==> src/rtl/scsd_pkg.sv <==
`timescale 1ns / 1ps

package scsd_pkg;

  // Fixed field widths of one token word and one result word.
  localparam int unsigned ClassW  = 4;
  localparam int unsigned CharW   = 8;
  localparam int unsigned LenW    = 8;
  localparam int unsigned LineNoW = 24;
  localparam int unsigned KindW   = 2;

  typedef enum logic [ClassW-1:0] {
    CL_OTHER  = 4'd0,
    CL_SEMI   = 4'd1,
    CL_LBRACE = 4'd2,
    CL_RBRACE = 4'd3,
    CL_LPAREN = 4'd4,
    CL_RPAREN = 4'd5,
    CL_IF     = 4'd6,
    CL_WHILE  = 4'd7,
    CL_FOR    = 4'd8,
    CL_DO     = 4'd9
  } tok_class_e;

  typedef enum logic [2:0] {
    PH_IDLE   = 3'd0,
    PH_HEADER = 3'd1,
    PH_CLOSED = 3'd2,
    PH_SEMI   = 3'd3,
    PH_DOSKIP = 3'd5
  } phase_e;

  typedef enum logic [KindW-1:0] {
    KIND_IF    = 2'd0,
    KIND_WHILE = 2'd1,
    KIND_FOR   = 2'd2
  } stmt_kind_e;

  localparam logic [CharW-1:0] ChI = 8'h69;  // 'i'
  localparam logic [CharW-1:0] ChW = 8'h77;  // 'w'
  localparam logic [CharW-1:0] ChF = 8'h66;  // 'f'

  localparam logic [LenW-1:0] LenIf    = 8'd2;
  localparam logic [LenW-1:0] LenWhile = 8'd5;
  localparam logic [LenW-1:0] LenFor   = 8'd3;

  typedef struct packed {
    logic [ClassW-1:0]  tok_class;
    logic [CharW-1:0]   first_char;
    logic [LenW-1:0]    sym_len;
    logic [LineNoW-1:0] line_no;
  } tok_t;

  typedef struct packed {
    logic               warn;
    logic [LineNoW-1:0] warn_line;
    logic [KindW-1:0]   stmt_kind;
  } res_t;

endpackage

==> src/rtl/scsd_if.sv <==
`timescale 1ns / 1ps

// Token channel: one classified source token per word.
interface scsd_tok_if;
  logic                                valid;
  logic                                ready;
  logic [scsd_pkg::ClassW-1:0]         tok_class;
  logic [scsd_pkg::CharW-1:0]          first_char;
  logic [scsd_pkg::LenW-1:0]           sym_len;
  logic [scsd_pkg::LineNoW-1:0]        line_no;

  modport source (output valid, tok_class, first_char, sym_len, line_no, input ready);
  modport sink   (input valid, tok_class, first_char, sym_len, line_no, output ready);
endinterface

// Result channel: one result word per token.
interface scsd_res_if;
  logic                                valid;
  logic                                ready;
  logic                                warn;
  logic [scsd_pkg::LineNoW-1:0]        warn_line;
  logic [scsd_pkg::KindW-1:0]          stmt_kind;

  modport source (output valid, warn, warn_line, stmt_kind, input ready);
  modport sink   (input valid, warn, warn_line, stmt_kind, output ready);
endinterface

==> src/rtl/stray_semicolon_after_control_detector.sv <==
`timescale 1ns / 1ps

// Stray semicolon detector for control statements.
//
// tok_i carries one classified source token per word; res_o returns exactly
// one result word for every token, in order. A result word has warn set when
// its token is the opening brace of the pattern 'if/while/for ( ... ) ; {',
// with warn_line holding the line of the semicolon and stmt_kind the keyword
// (0 if, 1 while, 2 for); otherwise all of its fields are zero.
//
// The block is a two-register pipeline: a token word is captured in an input
// register, the next state and the result are formed in one pass of short
// logic, and the result is captured in an output register, from which it is
// presented. One token is taken every cycle as long as the receiver keeps
// res_o.ready high; the single tracker state update per token sets that rate.
//
// Reset clears the depth counters, the previous-token record and the phase
// machine, and empties both pipeline registers. When the receiver stalls,
// the output word holds, the input register fills behind it, and tok_i.ready
// drops only once both are full.
module stray_semicolon_after_control_detector #(
  parameter int unsigned DEPTH_WIDTH = 8,
  parameter int unsigned LINE_WIDTH  = 24
) (
  input  logic        clk_i,
  input  logic        rst_ni,
  scsd_tok_if.sink    tok_i,
  scsd_res_if.source  res_o
);

  logic            in_valid_q;
  scsd_pkg::tok_t  in_word_q;
  logic            out_valid_q;
  scsd_pkg::res_t  out_word_q;
  scsd_pkg::res_t  res_word;
  logic            advance;
  logic            take_in;

  // The input stage moves forward whenever the output register is free or
  // is being emptied in this cycle.
  assign advance = !out_valid_q || res_o.ready;
  assign take_in = tok_i.valid && tok_i.ready;

  assign tok_i.ready = !in_valid_q || advance;

  always_ff @(posedge clk_i or negedge rst_ni) begin
    if (!rst_ni) begin
      in_valid_q <= 1'b0;
    end else if (tok_i.ready) begin
      in_valid_q <= tok_i.valid;
    end
  end

  always_ff @(posedge clk_i) begin
    if (take_in) begin
      in_word_q <= '{tok_class:  tok_i.tok_class,
                     first_char: tok_i.first_char,
                     sym_len:    tok_i.sym_len,
                     line_no:    tok_i.line_no};
    end
  end

  // The tracker state steps once for each word that leaves the input stage.
  scsd_core #(
    .DEPTH_WIDTH (DEPTH_WIDTH),
    .LINE_WIDTH  (LINE_WIDTH)
  ) u_core (
    .clk_i  (clk_i),
    .rst_ni (rst_ni),
    .step_i (in_valid_q && advance),
    .tok_i  (in_word_q),
    .res_o  (res_word)
  );

  always_ff @(posedge clk_i or negedge rst_ni) begin
    if (!rst_ni) begin
      out_valid_q <= 1'b0;
    end else if (advance) begin
      out_valid_q <= in_valid_q;
    end
  end

  always_ff @(posedge clk_i) begin
    if (advance && in_valid_q) begin
      out_word_q <= res_word;
    end
  end

  assign res_o.valid     = out_valid_q;
  assign res_o.warn      = out_word_q.warn;
  assign res_o.warn_line = out_word_q.warn_line;
  assign res_o.stmt_kind = out_word_q.stmt_kind;

  // A word in the input stage that moves on always lands in the output stage.
  assert property (@(posedge clk_i) disable iff (!rst_ni)
    in_valid_q && advance |=> out_valid_q)
    else $error("word lost between input and output stage");

  // A blocked input stage keeps its word.
  assert property (@(posedge clk_i) disable iff (!rst_ni)
    in_valid_q && !advance |=> in_valid_q && $stable(in_word_q))
    else $error("input stage changed while blocked");

  // A result word without a warning carries no line and no kind.
  assert property (@(posedge clk_i) disable iff (!rst_ni)
    out_valid_q && !out_word_q.warn |-> (out_word_q.warn_line == '0) &&
                                        (out_word_q.stmt_kind == '0))
    else $error("quiet result word carries warning fields");

endmodule

==> src/rtl/scsd_core.sv <==
`timescale 1ns / 1ps

// Tracker state and the phase machine. The result is combinational from the
// current token and the state; the state advances when step_i is high.
module scsd_core #(
  parameter int unsigned DEPTH_WIDTH = 8,
  parameter int unsigned LINE_WIDTH  = 24
) (
  input  logic            clk_i,
  input  logic            rst_ni,
  input  logic            step_i,
  input  scsd_pkg::tok_t  tok_i,
  output scsd_pkg::res_t  res_o
);

  localparam int unsigned LineNoW = scsd_pkg::LineNoW;

  scsd_pkg::phase_e                  phase_q, phase_d;
  logic [DEPTH_WIDTH-1:0]            paren_q, paren_d;
  logic [DEPTH_WIDTH-1:0]            brace_q, brace_d;
  logic [DEPTH_WIDTH-1:0]            paren_mark_q, paren_mark_d;
  logic [DEPTH_WIDTH-1:0]            do_mark_q, do_mark_d;
  logic [scsd_pkg::KindW-1:0]        kind_q, kind_d;
  scsd_pkg::tok_class_e              prev_class_q;
  logic [scsd_pkg::CharW-1:0]        prev_char_q;
  logic [scsd_pkg::LenW-1:0]         prev_len_q;
  logic [LINE_WIDTH-1:0]             prev_line_q;

  scsd_pkg::tok_class_e              cls;
  logic                              is_kw;
  logic                              do_open;
  logic                              len_bad;
  logic                              close_hit;
  logic [LINE_WIDTH+LineNoW-1:0]     line_in_ext;
  logic [LINE_WIDTH-1:0]             line_keep;
  logic [LINE_WIDTH+LineNoW-1:0]     line_out_ext;

  // Classes above the do code count as ordinary tokens.
  assign cls = (tok_i.tok_class > scsd_pkg::ClassW'(scsd_pkg::CL_DO)) ?
               scsd_pkg::CL_OTHER : scsd_pkg::tok_class_e'(tok_i.tok_class);

  assign is_kw   = (cls == scsd_pkg::CL_IF) || (cls == scsd_pkg::CL_WHILE) ||
                   (cls == scsd_pkg::CL_FOR);
  assign do_open = (prev_class_q == scsd_pkg::CL_DO) && (cls == scsd_pkg::CL_LBRACE);

  // A keyword text that starts like if/while/for but has the wrong length.
  always_comb begin
    case (prev_char_q)
      scsd_pkg::ChI: len_bad = (prev_len_q != scsd_pkg::LenIf);
      scsd_pkg::ChW: len_bad = (prev_len_q != scsd_pkg::LenWhile);
      scsd_pkg::ChF: len_bad = (prev_len_q != scsd_pkg::LenFor);
      default:       len_bad = 1'b0;
    endcase
  end

  // The header's own paren closes when the depth sits one above the mark.
  assign close_hit = ({1'b0, paren_q} == ({1'b0, paren_mark_q} + 1'b1));

  assign line_in_ext  = {{LINE_WIDTH{1'b0}}, tok_i.line_no};
  assign line_keep    = line_in_ext[LINE_WIDTH-1:0];
  assign line_out_ext = {{LineNoW{1'b0}}, prev_line_q};

  // Next phase.
  always_comb begin
    phase_d = phase_q;
    case (phase_q)
      scsd_pkg::PH_DOSKIP: begin
        if ((cls == scsd_pkg::CL_SEMI) && (do_mark_q == brace_q)) begin
          phase_d = scsd_pkg::PH_IDLE;
        end
      end
      scsd_pkg::PH_IDLE: begin
        if (do_open) begin
          phase_d = scsd_pkg::PH_DOSKIP;
        end else if (is_kw) begin
          phase_d = scsd_pkg::PH_HEADER;
        end
      end
      scsd_pkg::PH_HEADER: begin
        if ((cls == scsd_pkg::CL_LPAREN) && len_bad) begin
          phase_d = scsd_pkg::PH_IDLE;
        end else if ((cls == scsd_pkg::CL_RPAREN) && close_hit) begin
          phase_d = scsd_pkg::PH_CLOSED;
        end else if ((cls == scsd_pkg::CL_SEMI) &&
                     (kind_q != scsd_pkg::KindW'(scsd_pkg::KIND_FOR))) begin
          phase_d = scsd_pkg::PH_IDLE;
        end
      end
      scsd_pkg::PH_CLOSED: begin
        phase_d = (cls == scsd_pkg::CL_SEMI) ? scsd_pkg::PH_SEMI : scsd_pkg::PH_IDLE;
      end
      default: begin
        phase_d = scsd_pkg::PH_IDLE;
      end
    endcase
  end

  // Result word and the marks taken on leaving idle.
  always_comb begin
    res_o        = '0;
    do_mark_d    = do_mark_q;
    paren_mark_d = paren_mark_q;
    kind_d       = kind_q;
    if ((phase_q == scsd_pkg::PH_SEMI) && (cls == scsd_pkg::CL_LBRACE)) begin
      res_o.warn      = 1'b1;
      res_o.warn_line = line_out_ext[LineNoW-1:0];
      res_o.stmt_kind = kind_q;
    end
    if (phase_q == scsd_pkg::PH_IDLE) begin
      if (do_open) begin
        do_mark_d = brace_q;
      end else if (is_kw) begin
        paren_mark_d = paren_q;
        case (tok_i.first_char)
          scsd_pkg::ChI: kind_d = scsd_pkg::KIND_IF;
          scsd_pkg::ChW: kind_d = scsd_pkg::KIND_WHILE;
          scsd_pkg::ChF: kind_d = scsd_pkg::KIND_FOR;
          default:       kind_d = kind_q;
        endcase
      end
    end
  end

  // Depth counters clamp at zero and saturate at all ones.
  always_comb begin
    paren_d = paren_q;
    brace_d = brace_q;
    case (cls)
      scsd_pkg::CL_LBRACE: if (brace_q != '1) brace_d = brace_q + 1'b1;
      scsd_pkg::CL_RBRACE: if (brace_q != '0) brace_d = brace_q - 1'b1;
      scsd_pkg::CL_LPAREN: if (paren_q != '1) paren_d = paren_q + 1'b1;
      scsd_pkg::CL_RPAREN: if (paren_q != '0) paren_d = paren_q - 1'b1;
      default: ;
    endcase
  end

  always_ff @(posedge clk_i or negedge rst_ni) begin
    if (!rst_ni) begin
      phase_q      <= scsd_pkg::PH_IDLE;
      paren_q      <= '0;
      brace_q      <= '0;
      paren_mark_q <= '0;
      do_mark_q    <= '0;
      kind_q       <= '0;
      prev_class_q <= scsd_pkg::CL_OTHER;
      prev_char_q  <= '0;
      prev_len_q   <= '0;
      prev_line_q  <= '0;
    end else if (step_i) begin
      phase_q      <= phase_d;
      paren_q      <= paren_d;
      brace_q      <= brace_d;
      paren_mark_q <= paren_mark_d;
      do_mark_q    <= do_mark_d;
      kind_q       <= kind_d;
      prev_class_q <= cls;
      prev_char_q  <= tok_i.first_char;
      prev_len_q   <= tok_i.sym_len;
      prev_line_q  <= line_keep;
    end
  end

  // A warning can only come out of the semicolon phase.
  assert property (@(posedge clk_i) disable iff (!rst_ni)
    res_o.warn |-> (phase_q == scsd_pkg::PH_SEMI))
    else $error("warning raised outside the semicolon phase");

  // The closed phase is entered only on a right paren.
  assert property (@(posedge clk_i) disable iff (!rst_ni)
    step_i && (phase_q == scsd_pkg::PH_HEADER) && (phase_d == scsd_pkg::PH_CLOSED)
    |-> (cls == scsd_pkg::CL_RPAREN))
    else $error("header closed without a right paren");

  // The kind register never holds the unused code.
  assert property (@(posedge clk_i) disable iff (!rst_ni)
    kind_q != 2'd3)
    else $error("statement kind register corrupted");

endmodule

==> src/flat_wrapper.sv <==
// flat-port wrapper written by rule: the top's interface ports become plain ports
module stray_semicolon_after_control_detector_flat 
#(
  parameter int unsigned DEPTH_WIDTH = 8,
  parameter int unsigned LINE_WIDTH  = 24
)
  (clk_i, rst_ni, tok_i_valid, tok_i_tok_class, tok_i_first_char, tok_i_sym_len, tok_i_line_no, tok_i_ready, res_o_valid, res_o_warn, res_o_warn_line, res_o_stmt_kind, res_o_ready);
  scsd_tok_if tok_i_i ();
  scsd_res_if res_o_i ();
  input  logic clk_i;
  input  logic rst_ni;
  input wire logic [$bits(tok_i_i.valid)-1:0] tok_i_valid;
  input wire logic [$bits(tok_i_i.tok_class)-1:0] tok_i_tok_class;
  input wire logic [$bits(tok_i_i.first_char)-1:0] tok_i_first_char;
  input wire logic [$bits(tok_i_i.sym_len)-1:0] tok_i_sym_len;
  input wire logic [$bits(tok_i_i.line_no)-1:0] tok_i_line_no;
  output wire logic [$bits(tok_i_i.ready)-1:0] tok_i_ready;
  output wire logic [$bits(res_o_i.valid)-1:0] res_o_valid;
  output wire logic [$bits(res_o_i.warn)-1:0] res_o_warn;
  output wire logic [$bits(res_o_i.warn_line)-1:0] res_o_warn_line;
  output wire logic [$bits(res_o_i.stmt_kind)-1:0] res_o_stmt_kind;
  input wire logic [$bits(res_o_i.ready)-1:0] res_o_ready;
  assign tok_i_i.valid = tok_i_valid;
  assign tok_i_i.tok_class = tok_i_tok_class;
  assign tok_i_i.first_char = tok_i_first_char;
  assign tok_i_i.sym_len = tok_i_sym_len;
  assign tok_i_i.line_no = tok_i_line_no;
  assign tok_i_ready = tok_i_i.ready;
  assign res_o_valid = res_o_i.valid;
  assign res_o_warn = res_o_i.warn;
  assign res_o_warn_line = res_o_i.warn_line;
  assign res_o_stmt_kind = res_o_i.stmt_kind;
  assign res_o_i.ready = res_o_ready;
  stray_semicolon_after_control_detector #(.DEPTH_WIDTH(DEPTH_WIDTH), .LINE_WIDTH(LINE_WIDTH)) u_core (.clk_i(clk_i), .rst_ni(rst_ni), .tok_i(tok_i_i), .res_o(res_o_i));
endmodule
==> config.mk <==
export PLATFORM = sky130hd
export DESIGN_NAME = stray_semicolon_after_control_detector_flat
export DESIGN_NICKNAME = d
export VERILOG_FILES = /design/src/rtl/scsd_pkg.sv /design/src/rtl/scsd_if.sv /design/src/rtl/stray_semicolon_after_control_detector.sv /design/src/rtl/scsd_core.sv /design/src/flat_wrapper.sv
export SDC_FILE = /design/constraint.sdc
export NUM_CORES = 1
export LEC_CHECK = 0
export BUFFER_PORTS_ARGS = -buffer_cell sky130_fd_sc_hd__buf_2
export CAP_MARGIN = 0
export CELL_PAD_IN_SITES_DETAIL_PLACEMENT = 1
export CELL_PAD_IN_SITES_GLOBAL_PLACEMENT = 2
export CORE_ASPECT_RATIO = 0.9
export CORE_MARGIN = 1
export CORE_UTILIZATION = 41
export CTS_BUF_LIST = sky130_fd_sc_hd__clkbuf_4
export DETAILED_ROUTE_END_ITERATION = 10
export PLACE_DENSITY = 0.81
export SETUP_SLACK_MARGIN = 0.4
export SYNTH_ARGS = -nofsm -noshare
export SYNTH_HDL_FRONTEND = slang
export SYNTH_SLANG_ARGS = --single-unit
==> constraint.sdc <==
create_clock -name clk_i -period 3 [get_ports clk_i]
set_input_delay 0.45 -clock clk_i [delete_from_list [all_inputs] [get_ports clk_i]]
set_output_delay 0.45 -clock clk_i [all_outputs]
set_load 0.01 [all_outputs]
==> impl_metrics.ini, run 1 <==
[die]
io_pins = 77
core_mm2 = 0.0156
die_area_mm2 = 0.0167
start_util_pct = 42.5
num_rows = 43
die_w_um = 136
die_y_um = 123

[pwr]
p_per_area_mw_per_mm2 = 639
totalPowerFinal_w = 0.00483
irDropWorstVdd_mv = 0.307
leakagePower_nw = 3.33

[drt]
ant_nets = 0
drt_first_pass_iters = 5
wl_mm = 14.2
vias = 4345
drt_iter0_markers = 140
post-route-drc-count = 0
vias_per_cell = 5.13
wire_per_inst_um = 16.7

[synthesis]
async_reset_ff_share_pct = 53.9
synth_top_family_by_area = simple AND/OR/NAND/NOR gates
synthAdderAreaFrac_pct = 0.567
yosys_register_bits = 154
yosys.area_share.simple_pct = 20.2
syn_area_mm2 = 0.00663
synth_flop_cell = dfrtp_1
synth_fp_nets = 601
yosys-mux-area-fraction_pct = 4.23
yosysWarnings = 0
seq_area_frac_synth_pct = 63.5
synth_edf_count = 71
yosysUniqueCellTypes = 71
syn_inst = 550
synth_xor_area_share_pct = 4.49
synth.avg_cell_area_um2 = 12.0
synth_compound_area_share_pct = 4.80

[cells_and_area]
drive_gt1_share_pct = 24.2
final_util_pct = 48.4
nNetsFinal = 682
regArea_mm2 = 0.00421
syn_to_final_growth_pct = 14.1
fillers = 1699
multiInputGateArea_mm2 = 0.00228

[global_route]
antenna_found_initial = 1
grt_overflow = 0
grt_max_degree = 57
grt_pass1_vias = 4663
grt_pass1_wl_mm = 23.5
grt_use_total_pct = 18.7

[place]
io_buffers = 76
preCtsSetupSlack_ns = 0.659
dpl.hpwl_mm = 10.0
finalWeightedCongestion = 0.825

[sta]
min_period_ns = 2.38
finalHoldViolCount = 0
rsz0062_at_grt = false
clock.fmax_mhz = 420
max_slew_margin_pct = 54.3
holdWs_ns = 0.0533
skew_ns = 0.0210
tightestPinTransition_ns = 0.686
finalSetupViolations = 0
finalCritPeriodShare_pct = 79.4
drv_slew = 0
tns_ns = 0
worst_slack_ns = 0.618

[critical_path]
critPathArrivalTime_ns = 2.83
reg2reg_setup_slack_ns = 0.62
required_ns = 3.44
crit_end = u_core.u_core.paren_q[1]
cp-start-kind = flip-flop
r2r_start = u_core.in_word_q[43]
critical_path_class = flip-flop to flip-flop
cp-end-kind = flip-flop
r2r-end = u_core.u_core.paren_q[1]
rr_worst_depth = 5
path_max_fanout = 10
critPathLaunch = u_core.in_word_q[43]

[clocking]
tritoncts = built
cts_root_buf = clkbuf_4
cts_made_buffers = 17
clkSlewWorstSetupHoldPaths_ns = 0.15
cts.path.max_buffers = 2
clk_latency_ns = 0.56
clock-sinks = 154
cts_max_level = 4

[job]
timing.max_cap.violations = 0

[min_path]
hp-class = input port to flip-flop
hp-start = tok_i_sym_len[7]

[run_status]
outcome = finished clean
## cells by family after synthesis
kind of cell,after synthesis
muxes,25
AOI/OAI and AO/OA,43
adders and majority gates,3
xor gates and xnor gates,34
DFF,154
buffers and inverters,32
and+or+nand+nor,259
## routing by layer
metal,GRT usage [%],up-vias,wire [µm]
li1,-,2083,-
met1,23.5,2156,6500
met2,31.6,84,6980
met3,3.84,22,441
met4,7.50,0,258
met5,0,-,0
## cells in the mapped netlist (2+ instances only)
master	count	area share (%)
ha_1	3	0.57
dfrtp_1	83	31
buf_4	2	0.23
a41oi_1	2	0.26
nand4_1	11	1.0
nor3_1	10	0.76
nand4b_1	3	0.40
clkbuf_1	17	0.96
inv_1	4	0.23
nand3_1	8	0.60
nand2b_1	5	0.47
a21oi_1	4	0.30
o31ai_1	5	0.57
nor2_1	15	0.85
buf_6	2	0.34
nand3b_1	3	0.34
nor4b_1	2	0.26
nor2b_1	4	0.38
mux2_2	20	3.4
or2_2	2	0.19
and3b_1	4	0.53
xnor2_1	22	2.9
and2_1	28	2.6
mux2i_1	4	0.60
nor4_1	2	0.19
or4_1	3	0.34
nand2_1	139	7.9
xor2_1	12	1.6
edfxtp_1	71	32
o21ai_0	10	0.76
buf_1	5	0.28
a31oi_1	4	0.38
and4_1	3	0.40
## repair_timing
item,4_1_cts,5_1_grt
hold buffers,4,1
hold endpoints to repair,52,1
buffers inserted,0,0
resized for setup,0,0
## report_power, final
part           internal, W  switching, W
clock network     0.000445      0.000821
registers          0.00247      0.000304
logic             0.000361      0.000427
## how the worst min path moves through the flow
stage,to,slack (ns),cells after the start
after detailed placement,u_core.u_core.prev_line_q[18],0.43,2
after global placement,u_core.u_core.prev_line_q[15],0.42,2
after floorplan,u_core.in_valid_q,0.15,0
after global routing,u_core.in_word_q[22],0.002,1
final,u_core.in_word_q[31],0.05,1
after CTS,u_core.in_word_q[17],0.001,1
## state kept, by name, summed over array words and instances (netlist names), 2 cells and up
| signal | count |
|---|---|
| u_core.u_core.prev_class_q | 4 |
| u_core.u_core.prev_char_q | 8 |
| u_core.res_o.stmt_kind | 2 |
| u_core.u_core.brace_q | 8 |
| u_core.u_core.prev_len_q | 8 |
| u_core.u_core.prev_line_q | 24 |
| u_core.in_word_q | 44 |
| u_core.u_core.kind_q | 2 |
| u_core.u_core.phase_q | 3 |
| u_core.u_core.do_mark_q | 8 |
| u_core.u_core.paren_q | 8 |
| u_core.u_core.paren_mark_q | 8 |
| u_core.res_o.warn_line | 24 |
## cell type report
cell class / count / share of cell area, %
multi-input combinational: 364 / 30.1
tap: 202 / 3.34
antenna: 1 / 0.0331
clock inverter: 15 / 2.17
clock buffer: 17 / 1.69
sequential: 154 / 55.7
timing repair buffer: 89 / 6.69
inverter: 5 / 0.248
## worst max-delay path, cell delays in order (launching register included)
cell,delay [ns]
edfxtp_1,0.55
nor3b_2,0.32
nand4_1,0.23
or4_1,0.51
o21ai_2,0.30
mux2_2,0.37
## metrics by stage
step | std cells | instance area, µm²
2_1_floorplan | 550 | 6630
3_3_place_gp | 809 | 7210
3_5_place_dp | 809 | 7210
4_1_cts | 845 | 7540
5_1_grt | 847 | 7560
6_report | 847 | 7560
## placed cells by master (no fill, tap or decap), types with 4 or more instances in the layout
master,n
and2_1,27
mux2_2,20
dfrtp_1,83
o21ai_0,10
nor2b_1,4
nand2b_1,5
a21oi_1,4
clkbuf_4,17
nand3_1,8
buf_4,8
xnor2_1,22
clkinv_4,5
nand4_1,11
edfxtp_1,71
nor2_1,15
o31ai_1,5
and3b_1,4
dlygate4sd3_1,5
buf_2,75
xor2_1,12
inv_1,4
nand2_1,138
a31oi_1,4
mux2i_1,4
nor3_1,10
Power figures use the tool's default switching activity.
==> run 2, diff against run 1 <==
==> constraint.sdc (replaced) <==
create_clock -name clk_i -period 2.2 [get_ports clk_i]
set_input_delay 0.33 -clock clk_i [delete_from_list [all_inputs] [get_ports clk_i]]
set_output_delay 0.33 -clock clk_i [all_outputs]
set_load 0.01 [all_outputs]
==> run 2 against run 1 <==
Via count rose by 10%. Utilization rose by 7.6 points. Global-route usage up 2.9 points. Sequential cell count stayed put. Clock power rose by 43%. Die area unchanged. Total power grew 47%. Final cell count rose by 11%. Non-clock buffer count rose by 89. Wire length is 18% higher. Fmax grew 11%. Largest cell class unchanged. Largest power group unchanged.
==> impl_metrics.ini, run 2 (synthesized netlist as in run 1, its figures left out) <==
[min_path]
hp-class = input port to flip-flop
hp-start = res_o_ready
hold_path_end = u_core.in_valid_q
min_path_cells = 3

[clocking]
cts_max_level = 4
cts_root_buf = clkbuf_4
tritoncts = built
clock-sinks = 154
cts.path.max_buffers = 2
cts_made_buffers = 17
clk_latency_ns = 0.58
clkSlewWorstSetupHoldPaths_ns = 0.14

[sta]
clock.fmax_mhz = 465
max_slew_margin_pct = 62.1
skew_ns = 0.0205
finalCritPeriodShare_pct = 97.7
finalSetupViolations = 0
rsz0062_at_grt = true
tightestPinTransition_ns = 0.568
worst_slack_ns = 0.0500
drv_slew = 0
finalHoldViolCount = 0
min_period_ns = 2.15

[drt]
wire_per_inst_um = 17.8
post-route-drc-count = 0
vias = 4799
ant_nets = 0
wl_mm = 16.7
drt_first_pass_iters = 6
drt_iter0_markers = 190
vias_per_cell = 5.13

[global_route]
met3_usage_pct = 4.75
grt_pass1_wl_mm = 26.7
grt.busiest_layer = met2
grt_use_total_pct = 21.6
antenna_found_initial = 1
grt_use_met2_pct = 36.2
grt_overflow = 0
grt_max_degree = 45
use_met1_pct = 27.0
grt_pass1_vias = 5085

[pwr]
leakagePower_nw = 3.85
p_per_area_mw_per_mm2 = 813
irDropWorstVdd_mv = 0.564

[cells_and_area]
layout_commonest_cell = nand2_1
fin_cells = 936
largest_reg_flops = 44
regArea_mm2 = 0.00421
final_util_pct = 56.1
nNetsFinal = 771
drive_gt1_share_pct = 32.7
fin_area_mm2 = 0.00875
fillers = 1603
syn_to_final_growth_pct = 32.0
multiInputGateArea_mm2 = 0.00255
top_register = u_core.in_word_q
mostFrequentLayoutCells = nand2_1, dfrtp_1, buf_2, edfxtp_1, dlygate4sd3_1

[die]
die_y_um = 123
die_w_um = 136
num_rows = 43
io_pins = 77
core_mm2 = 0.0156
die_area_mm2 = 0.0167
start_util_pct = 42.5

[critical_path]
critPathArrivalTime_ns = 2.62
critical_path_class = flip-flop to flip-flop
cp-end-kind = flip-flop
r2r-end = u_core.u_core.phase_q[0]
cp-start-kind = flip-flop
required_ns = 2.67
critical_path_buf_inv_count = 2
slowest_delay_ns = 0.57
cp_slowest_cell = or4b_4
path_max_fanout = 5
worstPathCellList = buf_4 > buf_4 > or4b_4 > nor3_4 > o211ai_1 > o31ai_1 > o21ai_1
crit_top_cell = buf_4
reg2reg_setup_slack_ns = 0.05
critical_path.top_delay_family = simple AND/OR/NAND/NOR gates
rr_worst_depth = 7
r2r_start = u_core.in_word_q[43]

[place]
preCtsSetupSlack_ns = -0.0871
dpl.hpwl_mm = 10.0
io_buffers = 76
placed_area_mm2 = 0.00740
finalWeightedCongestion = 0.763
place_inst = 823

[job]
timing.max_cap.violations = 0

[run_status]
outcome = finished clean
## run 2: worst max-delay path by stage
stage                    startpoint  cells after the start                          to  slack [ns]
6_report       u_core.in_word_q[43]                      7    u_core.u_core.phase_q[0]        0.05
5_1_grt        u_core.in_word_q[43]                      7    u_core.u_core.phase_q[0]       -0.09
4_1_cts        u_core.in_word_q[41]                      8    u_core.u_core.paren_q[4]        0.13
3_5_place_dp   u_core.in_word_q[43]                      7    u_core.u_core.phase_q[0]       -0.09
3_3_place_gp   u_core.in_word_q[43]                      7    u_core.u_core.phase_q[1]        0.02
2_1_floorplan  u_core.in_word_q[41]                      5  u_core.u_core.do_mark_q[0]        0.22
## run 2: metal layers
metal,share of wire (%),routed length [µm],vias to the layer above
met2,51,8570,88
li1,-,-,2258
met3,2.7,449,29
met4,2.2,361,0
met5,0,0,-
met1,44,7300,2424
## run 2: per-stage QoR
step                hold slack (ns)  power (W)  TNS [ns]
CTS                          0.0263    0.00702         0
finish                       0.0847    0.00711         0
global placement              0.363    0.00494         0
global route                 0.0282    0.00748    -0.134
detailed placement            0.366    0.00502    -0.135
floorplan                    0.0344    0.00453         0
## run 2: layout make-up
type / count / area share, %
repair buffers: 178 / 16.3
flip-flops and latches: 154 / 48.1
diodes: 1 / 0.0286
clock buffers: 17 / 1.46
clock inverters: 15 / 1.86
multi-input cells: 364 / 29.1
inverters: 5 / 0.215
well taps: 202 / 2.89
## run 2: power breakdown
| part | total, W | switching (W) | internal, W |
|---|---|---|---|
| Combinational | 0.00156 | 0.000840 | 0.000724 |
| Sequential | 0.00373 | 0.000361 | 0.00337 |
| Clock | 0.00182 | 0.00113 | 0.000695 |
## run 2: worst register-to-register path: stages (launching register included)
cell and delay [ns]:
edfxtp_1 0.43, buf_4 0.18, buf_4 0.16, or4b_4 0.57
nor3_4 0.15, o211ai_1 0.16, o31ai_1 0.30, o21ai_1 0.10
## run 2: what timing repair did
| action | 4_1_cts | 5_1_grt |
|---|---|---|
| gates cloned | 4 | 0 |
| resized for setup | 38 | 30 |
| endpoints found under the setup margin | 63 | 64 |
| pin swaps | 21 | 8 |
| setup buffers | 21 | 9 |
| endpoints found under the hold margin | 85 | 0 |
| hold buffers | 46 | 0 |
